`config.mk`:
```
export PLATFORM = sky130hd
export DESIGN_NAME = motor_feedback_unwrap_filter_top_flat
export DESIGN_NICKNAME = d
export VERILOG_FILES = /design/src/mfuf_pkg.sv /design/src/mfuf_if.sv /design/src/mfuf_mul.sv /design/src/mfuf_csr.sv /design/src/motor_feedback_unwrap_filter_top.sv /design/src/flat_wrapper.sv
export SDC_FILE = /design/constraint.sdc
export NUM_CORES = 2
export LEC_CHECK = 0
export BUFFER_PORTS_ARGS = -buffer_cell sky130_fd_sc_hd__buf_2
export CELL_PAD_IN_SITES_DETAIL_PLACEMENT = 0
export CELL_PAD_IN_SITES_GLOBAL_PLACEMENT = 1
export CORE_MARGIN = 3
export CORE_UTILIZATION = 49
export DETAILED_ROUTE_END_ITERATION = 8
export GPL_TIMING_DRIVEN = 0
export MAX_ROUTING_LAYER = met4
export PLACE_DENSITY_LB_ADDON = 0.1
export SLEW_MARGIN = 20
export SYNTH_ARGS = -nofsm -noshare
export SYNTH_HDL_FRONTEND = slang
export SYNTH_SLANG_ARGS = --single-unit
```
`constraint.sdc`:
```
create_clock -name clock -period 12.4 [get_ports clock]
set_input_delay 1.86 -clock clock [delete_from_list [all_inputs] [get_ports clock]]
set_output_delay 1.86 -clock clock [all_outputs]
set_load 0.02 [all_outputs]
```
`src/mfuf_pkg.sv`:
```
// Shared types, widths and constants of the motor feedback unwrap filter.
package mfuf_pkg;

   // Item field widths
   localparam int unsigned POS_WIDTH     = 14;
   localparam int unsigned RPM_WIDTH     = 16;
   localparam int unsigned CUR_WIDTH     = 16;
   localparam int unsigned TEMP_WIDTH    = 8;
   localparam int unsigned COUNT_WIDTH   = 32;
   localparam int unsigned TURNS_WIDTH   = 19;
   localparam int unsigned ANGLE_WIDTH   = 15;
   localparam int unsigned SPEED_WIDTH   = 24;

   // Register widths
   localparam int unsigned LAP_BITS_WIDTH = 4;
   localparam int unsigned COEF_WIDTH     = 17;
   localparam int unsigned DPS_WIDTH      = 4;
   localparam int unsigned LIMIT_WIDTH    = 8;

   // Configuration port
   localparam int unsigned CSR_ADDR_WIDTH = 5;
   localparam int unsigned CSR_DATA_WIDTH = 32;

   typedef enum logic [2:0] {
      REG_LAP_BITS     = 3'd0,
      REG_SPEED_COEF   = 3'd1,
      REG_CURRENT_COEF = 3'd2,
      REG_RPM_TO_DPS   = 3'd3,
      REG_TEMP_LIMIT   = 3'd4
   } reg_index_type;

   // Register reset values
   localparam logic [LAP_BITS_WIDTH-1:0] LAP_BITS_RESET   = 4'd13;
   localparam logic [COEF_WIDTH-1:0]     COEF_RESET       = 17'h10000;
   localparam logic [DPS_WIDTH-1:0]      RPM_TO_DPS_RESET = 4'd6;
   localparam logic [LIMIT_WIDTH-1:0]    TEMP_LIMIT_RESET = 8'd60;

   // lap_bits value that selects the 16384-count lap; anything else is 8192
   localparam logic [LAP_BITS_WIDTH-1:0] LAP_BITS_WIDE = 4'd14;

   // Q16 unity
   localparam logic [COEF_WIDTH-1:0] Q16_ONE = 17'h10000;

   // Shared multiplier operand widths
   localparam int unsigned MUL_A_WIDTH = 25;
   localparam int unsigned MUL_B_WIDTH = 18;
   localparam int unsigned MUL_P_WIDTH = MUL_A_WIDTH + MUL_B_WIDTH;

   // 360 degrees * 64
   localparam logic [MUL_B_WIDTH-1:0] ANGLE_SCALE = 18'd23040;

   typedef struct packed {
      logic [LAP_BITS_WIDTH-1:0] lap_bits;
      logic [COEF_WIDTH-1:0]     speed_coef;
      logic [COEF_WIDTH-1:0]     current_coef;
      logic [DPS_WIDTH-1:0]      rpm_to_dps;
      logic [LIMIT_WIDTH-1:0]    temp_limit;
   } cfg_type;

endpackage

```
`src/mfuf_if.sv`:
```
// Item channel interfaces: feedback frame in, filtered result out.
interface mfuf_req_if;
   logic                                 valid;
   logic                                 ready;
   logic        [mfuf_pkg::POS_WIDTH-1:0]  encoder_pos;
   logic signed [mfuf_pkg::RPM_WIDTH-1:0]  speed_rpm;
   logic signed [mfuf_pkg::CUR_WIDTH-1:0]  current_raw;
   logic        [mfuf_pkg::TEMP_WIDTH-1:0] temperature;

   modport source (output valid, encoder_pos, speed_rpm, current_raw, temperature,
                   input ready);
   modport sink   (input valid, encoder_pos, speed_rpm, current_raw, temperature,
                   output ready);
endinterface

interface mfuf_rsp_if;
   logic                                  valid;
   logic                                  ready;
   logic signed [mfuf_pkg::COUNT_WIDTH-1:0] multi_turn_count;
   logic signed [mfuf_pkg::TURNS_WIDTH-1:0] whole_turns;
   logic        [mfuf_pkg::ANGLE_WIDTH-1:0] angle_sixtyfourths;
   logic signed [mfuf_pkg::SPEED_WIDTH-1:0] speed_filtered;
   logic signed [mfuf_pkg::CUR_WIDTH-1:0]   current_filtered;
   logic                                  over_temp;
   logic                                  first_frame;

   modport source (output valid, multi_turn_count, whole_turns, angle_sixtyfourths,
                   speed_filtered, current_filtered, over_temp, first_frame,
                   input ready);
   modport sink   (input valid, multi_turn_count, whole_turns, angle_sixtyfourths,
                   speed_filtered, current_filtered, over_temp, first_frame,
                   output ready);
endinterface

```
`src/mfuf_mul.sv`:
```
// Shared signed multiplier with registered product.
module mfuf_mul (
   input  logic                                    clock,
   input  logic                                    enable,
   input  logic signed [mfuf_pkg::MUL_A_WIDTH-1:0] op_a,
   input  logic signed [mfuf_pkg::MUL_B_WIDTH-1:0] op_b,
   output logic signed [mfuf_pkg::MUL_P_WIDTH-1:0] product
);

   logic signed [mfuf_pkg::MUL_P_WIDTH-1:0] product_ff;
   logic signed [mfuf_pkg::MUL_P_WIDTH-1:0] product_in;

   always_comb begin
      product_in = product_ff;
      if (enable) begin
         product_in = op_a * op_b;
      end
   end

   always_ff @(posedge clock) begin
      product_ff <= product_in;
   end

   assign product = product_ff;

endmodule

```
`src/mfuf_csr.sv`:
```
// APB-style register file for the filter configuration.
module mfuf_csr (
   input  logic                                   clock,
   input  logic                                   reset,
   input  logic                                   csr_psel,
   input  logic                                   csr_penable,
   input  logic                                   csr_pwrite,
   input  logic [mfuf_pkg::CSR_ADDR_WIDTH-1:0]    csr_paddr,
   input  logic [mfuf_pkg::CSR_DATA_WIDTH-1:0]    csr_pwdata,
   output logic [mfuf_pkg::CSR_DATA_WIDTH-1:0]    csr_prdata,
   output logic                                   csr_pready,
   output mfuf_pkg::cfg_type                      cfg
);

   mfuf_pkg::cfg_type cfg_ff;
   mfuf_pkg::cfg_type cfg_in;
   logic [2:0]        index;
   logic              wr_en;

   assign index      = csr_paddr[4:2];
   assign wr_en      = csr_psel & csr_penable & csr_pwrite;
   assign csr_pready = 1'b1;

   always_comb begin
      cfg_in = cfg_ff;
      if (wr_en) begin
         case (index)
            mfuf_pkg::REG_LAP_BITS: begin
               cfg_in.lap_bits = csr_pwdata[mfuf_pkg::LAP_BITS_WIDTH-1:0];
            end
            mfuf_pkg::REG_SPEED_COEF: begin
               cfg_in.speed_coef = csr_pwdata[mfuf_pkg::COEF_WIDTH-1:0];
            end
            mfuf_pkg::REG_CURRENT_COEF: begin
               cfg_in.current_coef = csr_pwdata[mfuf_pkg::COEF_WIDTH-1:0];
            end
            mfuf_pkg::REG_RPM_TO_DPS: begin
               cfg_in.rpm_to_dps = csr_pwdata[mfuf_pkg::DPS_WIDTH-1:0];
            end
            mfuf_pkg::REG_TEMP_LIMIT: begin
               cfg_in.temp_limit = csr_pwdata[mfuf_pkg::LIMIT_WIDTH-1:0];
            end
            default: begin
               cfg_in = cfg_ff;
            end
         endcase
      end
   end

   always_comb begin
      case (index)
         mfuf_pkg::REG_LAP_BITS: begin
            csr_prdata = {28'd0, cfg_ff.lap_bits};
         end
         mfuf_pkg::REG_SPEED_COEF: begin
            csr_prdata = {15'd0, cfg_ff.speed_coef};
         end
         mfuf_pkg::REG_CURRENT_COEF: begin
            csr_prdata = {15'd0, cfg_ff.current_coef};
         end
         mfuf_pkg::REG_RPM_TO_DPS: begin
            csr_prdata = {28'd0, cfg_ff.rpm_to_dps};
         end
         mfuf_pkg::REG_TEMP_LIMIT: begin
            csr_prdata = {24'd0, cfg_ff.temp_limit};
         end
         default: begin
            csr_prdata = '0;
         end
      endcase
   end

   always_ff @(posedge clock) begin
      if (reset) begin
         cfg_ff.lap_bits     <= mfuf_pkg::LAP_BITS_RESET;
         cfg_ff.speed_coef   <= mfuf_pkg::COEF_RESET;
         cfg_ff.current_coef <= mfuf_pkg::COEF_RESET;
         cfg_ff.rpm_to_dps   <= mfuf_pkg::RPM_TO_DPS_RESET;
         cfg_ff.temp_limit   <= mfuf_pkg::TEMP_LIMIT_RESET;
      end else begin
         cfg_ff <= cfg_in;
      end
   end

   assign cfg = cfg_ff;

endmodule

```
`src/motor_feedback_unwrap_filter_top.sv`:
```
// Top level: multi-turn encoder unwrap with speed and current smoothing.
// An accepted item passes through ST_ANGLE, ST_TGT, ST_SPD, ST_CUR and ST_DONE;
// ST_DONE registers the result once the output register is free. A new item
// is taken only in ST_IDLE; each takes four passes through the one shared
// 25x18 multiplier (angle, speed target, speed average, current average).
// Reset (synchronous, active high) restores register defaults and clears the
// multi-turn count, both averages and the seeded flag; the next item seeds.
module motor_feedback_unwrap_filter_top (
   input  logic                                clock,
   input  logic                                reset,
   mfuf_req_if.sink                            req_ch,
   mfuf_rsp_if.source                          rsp_ch,
   input  logic                                csr_psel,
   input  logic                                csr_penable,
   input  logic                                csr_pwrite,
   input  logic [mfuf_pkg::CSR_ADDR_WIDTH-1:0] csr_paddr,
   input  logic [mfuf_pkg::CSR_DATA_WIDTH-1:0] csr_pwdata,
   output logic [mfuf_pkg::CSR_DATA_WIDTH-1:0] csr_prdata,
   output logic                                csr_pready
);

   // Sequencer: each MUL state drives the shared multiplier; the product is
   // consumed by the following state.
   typedef enum logic [5:0] {
      ST_IDLE  = 6'b000001,
      ST_ANGLE = 6'b000010,  // pos * 23040; also unwrap and count update
      ST_TGT   = 6'b000100,  // rpm * rpm_to_dps; angle taken from product
      ST_SPD   = 6'b001000,  // speed_coef * (target - speed_avg)
      ST_CUR   = 6'b010000,  // current_coef * (current - current_avg)
      ST_DONE  = 6'b100000   // current average, result into output register
   } state_type;

   mfuf_pkg::cfg_type cfg;

   mfuf_csr u_csr (
      .clock       (clock),
      .reset       (reset),
      .csr_psel    (csr_psel),
      .csr_penable (csr_penable),
      .csr_pwrite  (csr_pwrite),
      .csr_paddr   (csr_paddr),
      .csr_pwdata  (csr_pwdata),
      .csr_prdata  (csr_prdata),
      .csr_pready  (csr_pready),
      .cfg         (cfg)
   );

   state_type state_ff, state_in;

   // Latched item
   logic [mfuf_pkg::POS_WIDTH-1:0]  pos_ff, pos_in;
   logic [mfuf_pkg::RPM_WIDTH-1:0]  rpm_ff, rpm_in;
   logic [mfuf_pkg::CUR_WIDTH-1:0]  cur_ff, cur_in;
   logic [mfuf_pkg::TEMP_WIDTH-1:0] temp_ff, temp_in;
   logic                            first_ff, first_in;

   // Tracking state
   logic                             seeded_ff, seeded_in;
   logic [mfuf_pkg::POS_WIDTH-1:0]   last_pos_ff, last_pos_in;
   logic [mfuf_pkg::COUNT_WIDTH-1:0] count_ff, count_in;
   logic [mfuf_pkg::SPEED_WIDTH-1:0] speed_avg_ff, speed_avg_in;
   logic [mfuf_pkg::CUR_WIDTH-1:0]   cur_avg_ff, cur_avg_in;
   logic [mfuf_pkg::ANGLE_WIDTH-1:0] angle_ff, angle_in;

   // Output register
   logic                             rsp_valid_ff, rsp_valid_in;
   logic [mfuf_pkg::COUNT_WIDTH-1:0] rsp_count_ff, rsp_count_in;
   logic [mfuf_pkg::TURNS_WIDTH-1:0] rsp_turns_ff, rsp_turns_in;
   logic [mfuf_pkg::ANGLE_WIDTH-1:0] rsp_angle_ff, rsp_angle_in;
   logic [mfuf_pkg::SPEED_WIDTH-1:0] rsp_speed_ff, rsp_speed_in;
   logic [mfuf_pkg::CUR_WIDTH-1:0]   rsp_cur_ff, rsp_cur_in;
   logic                             rsp_over_ff, rsp_over_in;
   logic                             rsp_first_ff, rsp_first_in;

   // Shared multiplier
   logic                                    mul_en;
   logic signed [mfuf_pkg::MUL_A_WIDTH-1:0] mul_a;
   logic signed [mfuf_pkg::MUL_B_WIDTH-1:0] mul_b;
   logic signed [mfuf_pkg::MUL_P_WIDTH-1:0] prod;

   mfuf_mul u_mul (
      .clock   (clock),
      .enable  (mul_en),
      .op_a    (mul_a),
      .op_b    (mul_b),
      .product (prod)
   );

   // Lap selection: 16384 counts only for lap_bits == 14
   logic                           lap_wide;
   logic [mfuf_pkg::POS_WIDTH-1:0] lap_mask;
   assign lap_wide = (cfg.lap_bits == mfuf_pkg::LAP_BITS_WIDE);
   assign lap_mask = lap_wide ? 14'h3FFF : 14'h1FFF;

   // Coefficients above unity act as unity
   logic [mfuf_pkg::COEF_WIDTH-1:0] speed_c, cur_c;
   assign speed_c = (cfg.speed_coef > mfuf_pkg::Q16_ONE) ? mfuf_pkg::Q16_ONE : cfg.speed_coef;
   assign cur_c   = (cfg.current_coef > mfuf_pkg::Q16_ONE) ? mfuf_pkg::Q16_ONE
                                                           : cfg.current_coef;

   // Position unwrap: delta folded into +/- half a lap, half a lap kept as is
   logic signed [15:0] delta_raw, delta;
   logic signed [15:0] half_lap, full_lap;
   logic        [32:0] count_sum;
   logic        [mfuf_pkg::COUNT_WIDTH-1:0] count_sat;

   always_comb begin
      half_lap  = lap_wide ? 16'sd8192 : 16'sd4096;
      full_lap  = lap_wide ? 16'sd16384 : 16'sd8192;
      delta_raw = $signed({2'b00, pos_ff}) - $signed({2'b00, last_pos_ff & lap_mask});
      if (first_ff) begin
         delta = 16'sd0;
      end else if (delta_raw > half_lap) begin
         delta = delta_raw - full_lap;
      end else if (delta_raw < -half_lap) begin
         delta = delta_raw + full_lap;
      end else begin
         delta = delta_raw;
      end
      count_sum = {count_ff[31], count_ff} + {{17{delta[15]}}, delta};
      if (count_sum[32] != count_sum[31]) begin
         count_sat = count_sum[32] ? 32'h8000_0000 : 32'h7FFF_FFFF;
      end else begin
         count_sat = count_sum[31:0];
      end
   end

   // Speed target in Q4 deg/s comes straight from the rpm product
   logic [mfuf_pkg::SPEED_WIDTH-1:0] speed_tgt;
   logic [mfuf_pkg::MUL_A_WIDTH-1:0] speed_diff;
   logic [mfuf_pkg::CUR_WIDTH:0]     cur_diff;
   assign speed_tgt  = {prod[19:0], 4'b0000};
   assign speed_diff = {speed_tgt[23], speed_tgt} - {speed_avg_ff[23], speed_avg_ff};
   assign cur_diff   = {cur_ff[15], cur_ff} - {cur_avg_ff[15], cur_avg_ff};

   // New average = avg + c*(target - avg), rounded half up, floor by shift.
   // The result lies between avg and target, so it never leaves the field range.
   logic [43:0] speed_acc, cur_acc;
   assign speed_acc = {{4{speed_avg_ff[23]}}, speed_avg_ff, 16'h0000}
                    + {prod[42], prod} + 44'd32768;
   assign cur_acc   = {{12{cur_avg_ff[15]}}, cur_avg_ff, 16'h0000}
                    + {prod[42], prod} + 44'd32768;

   logic out_free;
   assign out_free = ~rsp_valid_ff | rsp_ch.ready;

   always_comb begin
      state_in     = state_ff;
      pos_in       = pos_ff;
      rpm_in       = rpm_ff;
      cur_in       = cur_ff;
      temp_in      = temp_ff;
      first_in     = first_ff;
      seeded_in    = seeded_ff;
      last_pos_in  = last_pos_ff;
      count_in     = count_ff;
      speed_avg_in = speed_avg_ff;
      cur_avg_in   = cur_avg_ff;
      angle_in     = angle_ff;

      rsp_valid_in = rsp_valid_ff & ~rsp_ch.ready;
      rsp_count_in = rsp_count_ff;
      rsp_turns_in = rsp_turns_ff;
      rsp_angle_in = rsp_angle_ff;
      rsp_speed_in = rsp_speed_ff;
      rsp_cur_in   = rsp_cur_ff;
      rsp_over_in  = rsp_over_ff;
      rsp_first_in = rsp_first_ff;

      mul_en = 1'b0;
      mul_a  = '0;
      mul_b  = '0;

      case (state_ff)
         ST_IDLE: begin
            if (req_ch.valid) begin
               pos_in   = req_ch.encoder_pos & lap_mask;
               rpm_in   = req_ch.speed_rpm;
               cur_in   = req_ch.current_raw;
               temp_in  = req_ch.temperature;
               first_in = ~seeded_ff;
               state_in = ST_ANGLE;
            end
         end
         ST_ANGLE: begin
            mul_en      = 1'b1;
            mul_a       = $signed({11'd0, pos_ff});
            mul_b       = mfuf_pkg::ANGLE_SCALE;
            seeded_in   = 1'b1;
            last_pos_in = pos_ff;
            count_in    = count_sat;
            state_in    = ST_TGT;
         end
         ST_TGT: begin
            // pos*23040 stays below 2^29
            angle_in = lap_wide ? prod[28:14] : prod[27:13];
            mul_en   = 1'b1;
            mul_a    = $signed({{9{rpm_ff[15]}}, rpm_ff});
            mul_b    = $signed({14'd0, cfg.rpm_to_dps});
            state_in = ST_SPD;
         end
         ST_SPD: begin
            mul_en   = 1'b1;
            mul_a    = $signed(speed_diff);
            mul_b    = $signed({1'b0, speed_c});
            state_in = ST_CUR;
         end
         ST_CUR: begin
            speed_avg_in = speed_acc[39:16];
            mul_en       = 1'b1;
            mul_a        = $signed({{8{cur_diff[16]}}, cur_diff});
            mul_b        = $signed({1'b0, cur_c});
            state_in     = ST_DONE;
         end
         ST_DONE: begin
            // Hold here until the output register can take the result
            if (out_free) begin
               cur_avg_in   = cur_acc[31:16];
               rsp_valid_in = 1'b1;
               rsp_count_in = count_ff;
               // Floor of count / lap is an arithmetic shift
               rsp_turns_in = lap_wide ? {count_ff[31], count_ff[31:14]} : count_ff[31:13];
               rsp_angle_in = angle_ff;
               rsp_speed_in = speed_avg_ff;
               rsp_cur_in   = cur_acc[31:16];
               rsp_over_in  = (temp_ff > cfg.temp_limit);
               rsp_first_in = first_ff;
               state_in     = ST_IDLE;
            end
         end
         default: begin
            state_in = ST_IDLE;
         end
      endcase
   end

   always_ff @(posedge clock) begin
      if (reset) begin
         state_ff     <= ST_IDLE;
         seeded_ff    <= 1'b0;
         last_pos_ff  <= '0;
         count_ff     <= '0;
         speed_avg_ff <= '0;
         cur_avg_ff   <= '0;
         rsp_valid_ff <= 1'b0;
      end else begin
         state_ff     <= state_in;
         seeded_ff    <= seeded_in;
         last_pos_ff  <= last_pos_in;
         count_ff     <= count_in;
         speed_avg_ff <= speed_avg_in;
         cur_avg_ff   <= cur_avg_in;
         rsp_valid_ff <= rsp_valid_in;
      end
   end

   // Payload registers
   always_ff @(posedge clock) begin
      pos_ff       <= pos_in;
      rpm_ff       <= rpm_in;
      cur_ff       <= cur_in;
      temp_ff      <= temp_in;
      first_ff     <= first_in;
      angle_ff     <= angle_in;
      rsp_count_ff <= rsp_count_in;
      rsp_turns_ff <= rsp_turns_in;
      rsp_angle_ff <= rsp_angle_in;
      rsp_speed_ff <= rsp_speed_in;
      rsp_cur_ff   <= rsp_cur_in;
      rsp_over_ff  <= rsp_over_in;
      rsp_first_ff <= rsp_first_in;
   end

   assign req_ch.ready = (state_ff == ST_IDLE);

   assign rsp_ch.valid              = rsp_valid_ff;
   assign rsp_ch.multi_turn_count   = rsp_count_ff;
   assign rsp_ch.whole_turns        = rsp_turns_ff;
   assign rsp_ch.angle_sixtyfourths = rsp_angle_ff;
   assign rsp_ch.speed_filtered     = rsp_speed_ff;
   assign rsp_ch.current_filtered   = rsp_cur_ff;
   assign rsp_ch.over_temp          = rsp_over_ff;
   assign rsp_ch.first_frame        = rsp_first_ff;

endmodule
```
`src/flat_wrapper.sv`:
```
// flat-port wrapper written by rule: the top's interface ports become plain ports
module motor_feedback_unwrap_filter_top_flat 
  (clock, reset, csr_psel, csr_penable, csr_pwrite, csr_paddr, csr_pwdata, csr_prdata, csr_pready, req_ch_valid, req_ch_encoder_pos, req_ch_speed_rpm, req_ch_current_raw, req_ch_temperature, req_ch_ready, rsp_ch_valid, rsp_ch_multi_turn_count, rsp_ch_whole_turns, rsp_ch_angle_sixtyfourths, rsp_ch_speed_filtered, rsp_ch_current_filtered, rsp_ch_over_temp, rsp_ch_first_frame, rsp_ch_ready);
  mfuf_req_if req_ch_i ();
  mfuf_rsp_if rsp_ch_i ();
  input  logic clock;
  input  logic reset;
  input  logic csr_psel;
  input  logic csr_penable;
  input  logic csr_pwrite;
  input  logic [mfuf_pkg::CSR_ADDR_WIDTH-1:0] csr_paddr;
  input  logic [mfuf_pkg::CSR_DATA_WIDTH-1:0] csr_pwdata;
  output logic [mfuf_pkg::CSR_DATA_WIDTH-1:0] csr_prdata;
  output logic csr_pready;
  input wire logic [$bits(req_ch_i.valid)-1:0] req_ch_valid;
  input wire logic [$bits(req_ch_i.encoder_pos)-1:0] req_ch_encoder_pos;
  input wire logic [$bits(req_ch_i.speed_rpm)-1:0] req_ch_speed_rpm;
  input wire logic [$bits(req_ch_i.current_raw)-1:0] req_ch_current_raw;
  input wire logic [$bits(req_ch_i.temperature)-1:0] req_ch_temperature;
  output wire logic [$bits(req_ch_i.ready)-1:0] req_ch_ready;
  output wire logic [$bits(rsp_ch_i.valid)-1:0] rsp_ch_valid;
  output wire logic [$bits(rsp_ch_i.multi_turn_count)-1:0] rsp_ch_multi_turn_count;
  output wire logic [$bits(rsp_ch_i.whole_turns)-1:0] rsp_ch_whole_turns;
  output wire logic [$bits(rsp_ch_i.angle_sixtyfourths)-1:0] rsp_ch_angle_sixtyfourths;
  output wire logic [$bits(rsp_ch_i.speed_filtered)-1:0] rsp_ch_speed_filtered;
  output wire logic [$bits(rsp_ch_i.current_filtered)-1:0] rsp_ch_current_filtered;
  output wire logic [$bits(rsp_ch_i.over_temp)-1:0] rsp_ch_over_temp;
  output wire logic [$bits(rsp_ch_i.first_frame)-1:0] rsp_ch_first_frame;
  input wire logic [$bits(rsp_ch_i.ready)-1:0] rsp_ch_ready;
  assign req_ch_i.valid = req_ch_valid;
  assign req_ch_i.encoder_pos = req_ch_encoder_pos;
  assign req_ch_i.speed_rpm = req_ch_speed_rpm;
  assign req_ch_i.current_raw = req_ch_current_raw;
  assign req_ch_i.temperature = req_ch_temperature;
  assign req_ch_ready = req_ch_i.ready;
  assign rsp_ch_valid = rsp_ch_i.valid;
  assign rsp_ch_multi_turn_count = rsp_ch_i.multi_turn_count;
  assign rsp_ch_whole_turns = rsp_ch_i.whole_turns;
  assign rsp_ch_angle_sixtyfourths = rsp_ch_i.angle_sixtyfourths;
  assign rsp_ch_speed_filtered = rsp_ch_i.speed_filtered;
  assign rsp_ch_current_filtered = rsp_ch_i.current_filtered;
  assign rsp_ch_over_temp = rsp_ch_i.over_temp;
  assign rsp_ch_first_frame = rsp_ch_i.first_frame;
  assign rsp_ch_i.ready = rsp_ch_ready;
  motor_feedback_unwrap_filter_top u_core (.clock(clock), .reset(reset), .req_ch(req_ch_i), .rsp_ch(rsp_ch_i), .csr_psel(csr_psel), .csr_penable(csr_penable), .csr_pwrite(csr_pwrite), .csr_paddr(csr_paddr), .csr_pwdata(csr_pwdata), .csr_prdata(csr_prdata), .csr_pready(csr_pready));
endmodule
```
# Yosys cells after proc, flatten, opt, wreduce, memory -nomap -nowiden
# Index checks and enable logic that the tools add are counted.
# classes
eq_ne,14
n_lt_le_gt_ge,5
add_sub_neg,11
mul,1
mux,21
reduce_logical,10
n_bitwise,9
# op_table
op,n
one-hot mux 25 bit (4 select lines),1
one-hot mux 17 bit (5 select lines),1
one-hot mux 17 bit (4 select lines),1
2-to-1 mux 32 bit,2
2-to-1 mux 16 bit,3
adder 40 x 16 -> 40 bit (second input constant),1
adder 40 bit,1
multiplier 25 x 18 -> 40 bit,1
one-hot mux 6 bit (6 select lines),1
greater-than comparator 17 bit (second input constant),2
2-to-1 mux 17 bit,2
adder 32 x 16 -> 33 bit,1
adder 32 x 16 -> 32 bit (second input constant),1
adder 32 bit,1
2-to-1 mux 15 bit,2
AND 14 bit,2
2-to-1 mux 14 bit,2
subtractor 24 x 24 -> 25 bit,1
2-to-1 mux 18 bit,1
subtractor 16 x 16 -> 17 bit,1
adder 16 bit,1
greater-than comparator 16 bit,1
< comparator 16 bit,1
negation 16 bit,1
24 further kinds,39
# word_totals
regBits,362
wordCells,97
inputBits,98
out_inout_bits,143

# Longest topological paths before layout
# depth
depth_word,11
ltp_mapped,38
ltp_nobuf,37

# Cells and area by module
# Synthesis repeated with hierarchy kept, for this count alone.
# hier_totals
cells_unflattened,3837
hier_area_um2,36147.2
# by_module_without_submodules
mod,cells_each,area_each_um2,n_inst,seq_area_each_um2
mfuf_mul,1861,17211.5,1,1291.2
motor_feedback_unwrap_filter_top,1706,16360.7,1,7196.9
mfuf_csr,270,2575.0,1,1001.0

# Worst setup path before layout
# Ideal clock, no wire load.
# synth_path
path_type,register to register
startpoint,register u_core.cur_avg_ff[0] (netlist bit)
endpoint,register u_core.u_mul.product_ff (netlist bit u_core.u_mul.product[38]) (data pin)
t_required_ps,12142
setup_ps,258
synth_period_minus_slack_ps,8581
path_slack_ps,3819
path_buffers,1
stages_incl_launch_ff,35
arrival_time_ps,8323
cell_sequence,dfxtp_1 ha_1 fa_1 nand2b_1 a21oi_1 o21ai_2 o2111ai_1 a31oi_2 nor2b_1 o31ai_4 buf_2 a21oi_1 nor2_1 fa_1 inv_1 fa_1 fa_1 inv_1 fa_1 fa_1 inv_1 fa_1 inv_1 ha_1 a21o_1 a21o_1 a2111oi_1 o21a_1 nand2_1 a31oi_1 o31ai_1 o41ai_2 o21bai_1 a21oi_1 xnor2_1
# synth_between
elab_chain_len,3
# synth_lines
item,line_no,text
"start, declared",motor_feedback_unwrap_filter_top.sv:62,"logic [mfuf_pkg::CUR_WIDTH-1:0] cur_avg_ff, cur_avg_in;"
"start signal, assigned",motor_feedback_unwrap_filter_top.sv:252,cur_avg_ff <= cur_avg_in;
subtractor 16 x 16 -> 17 bit,motor_feedback_unwrap_filter_top.sv:134,"assign cur_diff = {cur_ff[15], cur_ff} - {cur_avg_ff[15], cur_avg_ff};"
one-hot mux 25 bit (4 select lines),motor_feedback_unwrap_filter_top.sv:174,case (state_ff)
multiplier 25 x 18 -> 40 bit,mfuf_mul.sv:16,product_in = op_a * op_b;
"end signal, assigned",mfuf_mul.sv:21,product_ff <= product_in;
"end, declared",mfuf_mul.sv:10,logic signed [mfuf_pkg::MUL_P_WIDTH-1:0] product_ff;
# No other way between the ends.
# A chain may end at the register's enable or synchronous reset.

# Worst setup path after layout
# layout_path
startpoint,register u_core.cur_ff[0] (netlist bit)
endpoint,register u_core.u_mul.product_ff (netlist bit u_core.u_mul.product[38]) (data pin)
# layout_between
elab_chain_len,3
# layout_lines
item,line_no,text
"start, declared",motor_feedback_unwrap_filter_top.sv:53,"logic [mfuf_pkg::CUR_WIDTH-1:0] cur_ff, cur_in;"
"start signal, assigned",motor_feedback_unwrap_filter_top.sv:261,cur_ff <= cur_in;
subtractor 16 x 16 -> 17 bit,motor_feedback_unwrap_filter_top.sv:134,
one-hot mux 25 bit (4 select lines),motor_feedback_unwrap_filter_top.sv:174,
multiplier 25 x 18 -> 40 bit,mfuf_mul.sv:16,
# No other way between the ends.

==> metrics.md <==
| Metric | Value |
|---|---|
| Status | finished, final reports clean |
| Cell Count, Final, Fillers Out | 5015 |
| Initial Util | between 40% and 50% |
| Final hold vios | 0 |
| Share of cells above drive strength 1 | about a tenth |
| Sink Count | roughly 360 |
| Die Y | between 200 and 300 microns |
| Worst-case reg-to-reg path depth | 35 |
| Final net count | 4779 |
| Area contributors post-synth | fa_1 24%, edfxtp_1 19%, dfxtp_1 8.4% |
| Rows | 96 |
| Pin count of the biggest net entering global routing | 35 |
| R2R setup slack | approximately 2200 ps |
| CTS Buffer Depth | 3 |
| Clk pin slew, worst setup/hold paths | ~60 ps |
| Critical path fanouts, max | 10 |
| Final setup vio count | 0 |
| Synth top cells by count | 607 x inv_1, 557 x nand2_1, 403 x fa_1 |
| Crit path required time | about 13000 ps |
| Clk_lat worst skew | 580 ps |
| H-tree levels | 2 |
| Max_slew headroom | 16.5% |
| Peak supply drop | slightly below 0.09 mV |
| I/O pin total | approximately 240 |
| Cell Area, Placed | about 0.037 sq mm |
| Die X | 270 microns |
| Layout area overhead | 12.1% |
| Post-synthesis sequential area ratio | 27.4% |
| Post-synth top flop | edfxtp_1 |
| Overflow after GRT | 0 |
| Worst stage delay on the critical path | 960 ps |
| Vias/cell | 5.38 |
| Vias in the first global route | 26500 |
| Critical path endpoint category | flip-flop |
| Final setup skew | about 23 ps |
| 1st-pass router iterations | 6 |
| Initial DRC Count | 1990 |
| Worst Hold Path Cells | 0 |
| Design Area, Final | 0.0384 sq mm |
| Reg2Reg Capture Point | u_core.u_mul.product[38] |
| Worst hold endpoint | u_core.rsp_ch.angle_sixtyfourths[13] |
| Synthesis Warnings | 0 |
| Hold path start | u_core.angle_ff[13] |
| DR WL/cell | between 20 and 25 microns |
| TritonCTS clock tree | done |
| Antenna violations before repair | 0 |
| Leak Pwr | 0.0173 uW |
| Port Buffer Count | approximately 210 |
| MaxCap Viol Count | 0 |
| RSZ-0062 raised after global routing | false |
| Fin Setup TNS | 0 ps |
| Full die area | 0.0731 sq mm |
| Post-route ant nets | 0 |
| Core area | about 0.069 sq mm |
| Power Density | between 70 and 80 mW/mm^2 |
| Post-synth top area cell | fa_1 |
| Worst-Margin Slew | 1250 ps |
| Hold_buf cts | 0 |
| Finished Core Util | a little under three fifths |
| DR vias | ~27000 |
| Mapped Cells | between 3000 and 4000 |
| Clock tree root driver cell | clkbuf_16 |
| Syn avg cell area | 9.13 sq um |
| Async set or reset register ratio after synthesis | 0% |
| Arrival time at the worst endpoint | approximately 11000 ps |
| Reg-to-reg critical path startpoint | u_core.cur_ff[0] |
| Cell variety after synth | 87 |
| Antenna Cells | 0 |
| First-pass GRT wire length | 155000 microns |
| Cts repair resizes | 0 |
| GPL Wtd Cong | about 0.95 |
| Synth top area share | 23.6% |
| CP startpoint kind | flip-flop |
| Max Clk Rate | between 0.09 and 0.1 GHz |
| Seq cells post-synth | between 300 and 400 |
| Critical path class | flip-flop to flip-flop |
| Total GRT Usage | around 28% |
| Final period util | 82.1% |
| Mapped Area | 0.0343 sq mm |
| Post-DP HPWL | 83000 microns |
| Postcts setup bufs | 0 |
| Most frequent CP cell | fa_1 |
| Max-slew violations | 0 |
| Placed insts | about 4900 |
| Type of the most critical hold path | flip-flop to flip-flop |
| Slowest CP cell | a21oi_1 |
| Top-count cell post-synth | inv_1 |
| DRC Markers | 0 |
| Period minus WS final | 10180 ps |
| TritonCTS Buffers | 44 |
| Drt total wl | ~100000 microns |
| Post-synth EDFFs | roughly 220 |
sequential cells by signal, summed over array words and instances (netlist names), 19 cells and up:
register,cells
u_core.rsp_ch.whole_turns,19
u_core.u_csr.cfg,50
u_core.rsp_ch.speed_filtered,24
u_core.count_ff,32
u_core.u_mul.product,40
u_core.rsp_ch.multi_turn_count,31
u_core.speed_avg_ff,24
worst max-delay path by stage:
| stage | start | to | slack [ps] |
|---|---|---|---|
| 5_1_grt | u_core.cur_ff[0] | u_core.u_mul.product[38] | 1810 |
| 3_3_place_gp | u_core.state_ff[5] | u_core.u_mul.product[39] | 1200 |
| 6_report | u_core.cur_ff[0] | u_core.u_mul.product[38] | 2220 |
| 3_5_place_dp | u_core.cur_ff[0] | u_core.u_mul.product[38] | 2340 |
| 4_1_cts | u_core.cur_ff[0] | u_core.u_mul.product[38] | 2290 |
| 2_1_floorplan | u_core.cur_avg_ff[0] | u_core.u_mul.product[38] | 3820 |
cell families after synthesis:
| logic type | Yosys count | synth area share, % |
|---|---|---|
| buffers and inverters | 758 | 8.65 |
| and+or+nand+nor | 1188 | 14.7 |
| other | 2 | 0.0219 |
| muxes | 18 | 0.566 |
| DFF | 361 | 27.4 |
| AOI/OAI and AO/OA | 642 | 12.8 |
| xor gates and xnor gates | 149 | 3.81 |
| adders and majority gates | 634 | 32.0 |
critical path, delay by kind of cell (launching register included):
kind	cells	cell delay [ps]
simple gates	4	710
compound gates	15	4150
flops	1	390
xor+xnor	1	90
fa+ha+maj	9	4090
buf+inv	6	480
stage by stage:
| stage | hold WS [ps] | power [uW] | setup slack, ps |
|---|---|---|---|
| floorplan | 400 | 1590 | 3820 |
| global placement | 400 | 1720 | 1200 |
| detailed placement | 405 | 1730 | 2340 |
| CTS | 420 | 3050 | 2290 |
| global route | 425 | 3140 | 1810 |
| finish | 418 | 3020 | 2220 |
power breakdown:
| group | leakage (uW) | switching (uW) | internal, uW |
|---|---|---|---|
| clock | 0.000716 | 531 | 783 |
| combinational | 0.0134 | 247 | 130 |
| sequential | 0.00320 | 28.9 | 1310 |
area by class of cell:
cell class                 count  area [sq um]
fill                        6457         30500
multi-input combinational   2647         22100
sequential                   361          9400
inverter                     609          2290
timing repair buffer         236          1350
clock buffer                  58          1180
tap                          931          1160
buffer                       149           679
clock inverter                24           290
cells in the final DEF (no fill, tap or decap), types with 18 or more instances in the layout:
cell type | synthesis | routed
o21ai_1 | 36 | 36
o21ai_0 | 72 | 72
dfxtp_1 | 144 | 144
nand3_1 | 35 | 35
buf_4 | 18 | 35
xor2_1 | 37 | 37
nor3_1 | 43 | 42
nor2b_1 | 35 | 35
inv_1 | 607 | 607
a211oi_1 | 27 | 27
a22oi_1 | 27 | 27
edfxtp_1 | 217 | 217
and2_1 | 19 | 18
a21oi_1 | 238 | 237
a21o_1 | 47 | 47
clkbuf_1 | 110 | 120
nand2_1 | 557 | 557
fa_1 | 403 | 403
clkbuf_16 | 0 | 44
ha_1 | 230 | 230
buf_2 | 10 | 219
nor2_1 | 383 | 382
xnor2_1 | 112 | 112
a211oi_2 | 22 | 22
nand2b_1 | 34 | 34
per-layer routing:
metal	wire length, microns	global-route usage [%]
met1	45000	38.9
met2	45100	43.9
met3	7180	4.39
met4	3340	8.33
met5	0	-
Note: power is estimated with default switching activity, not from simulation.
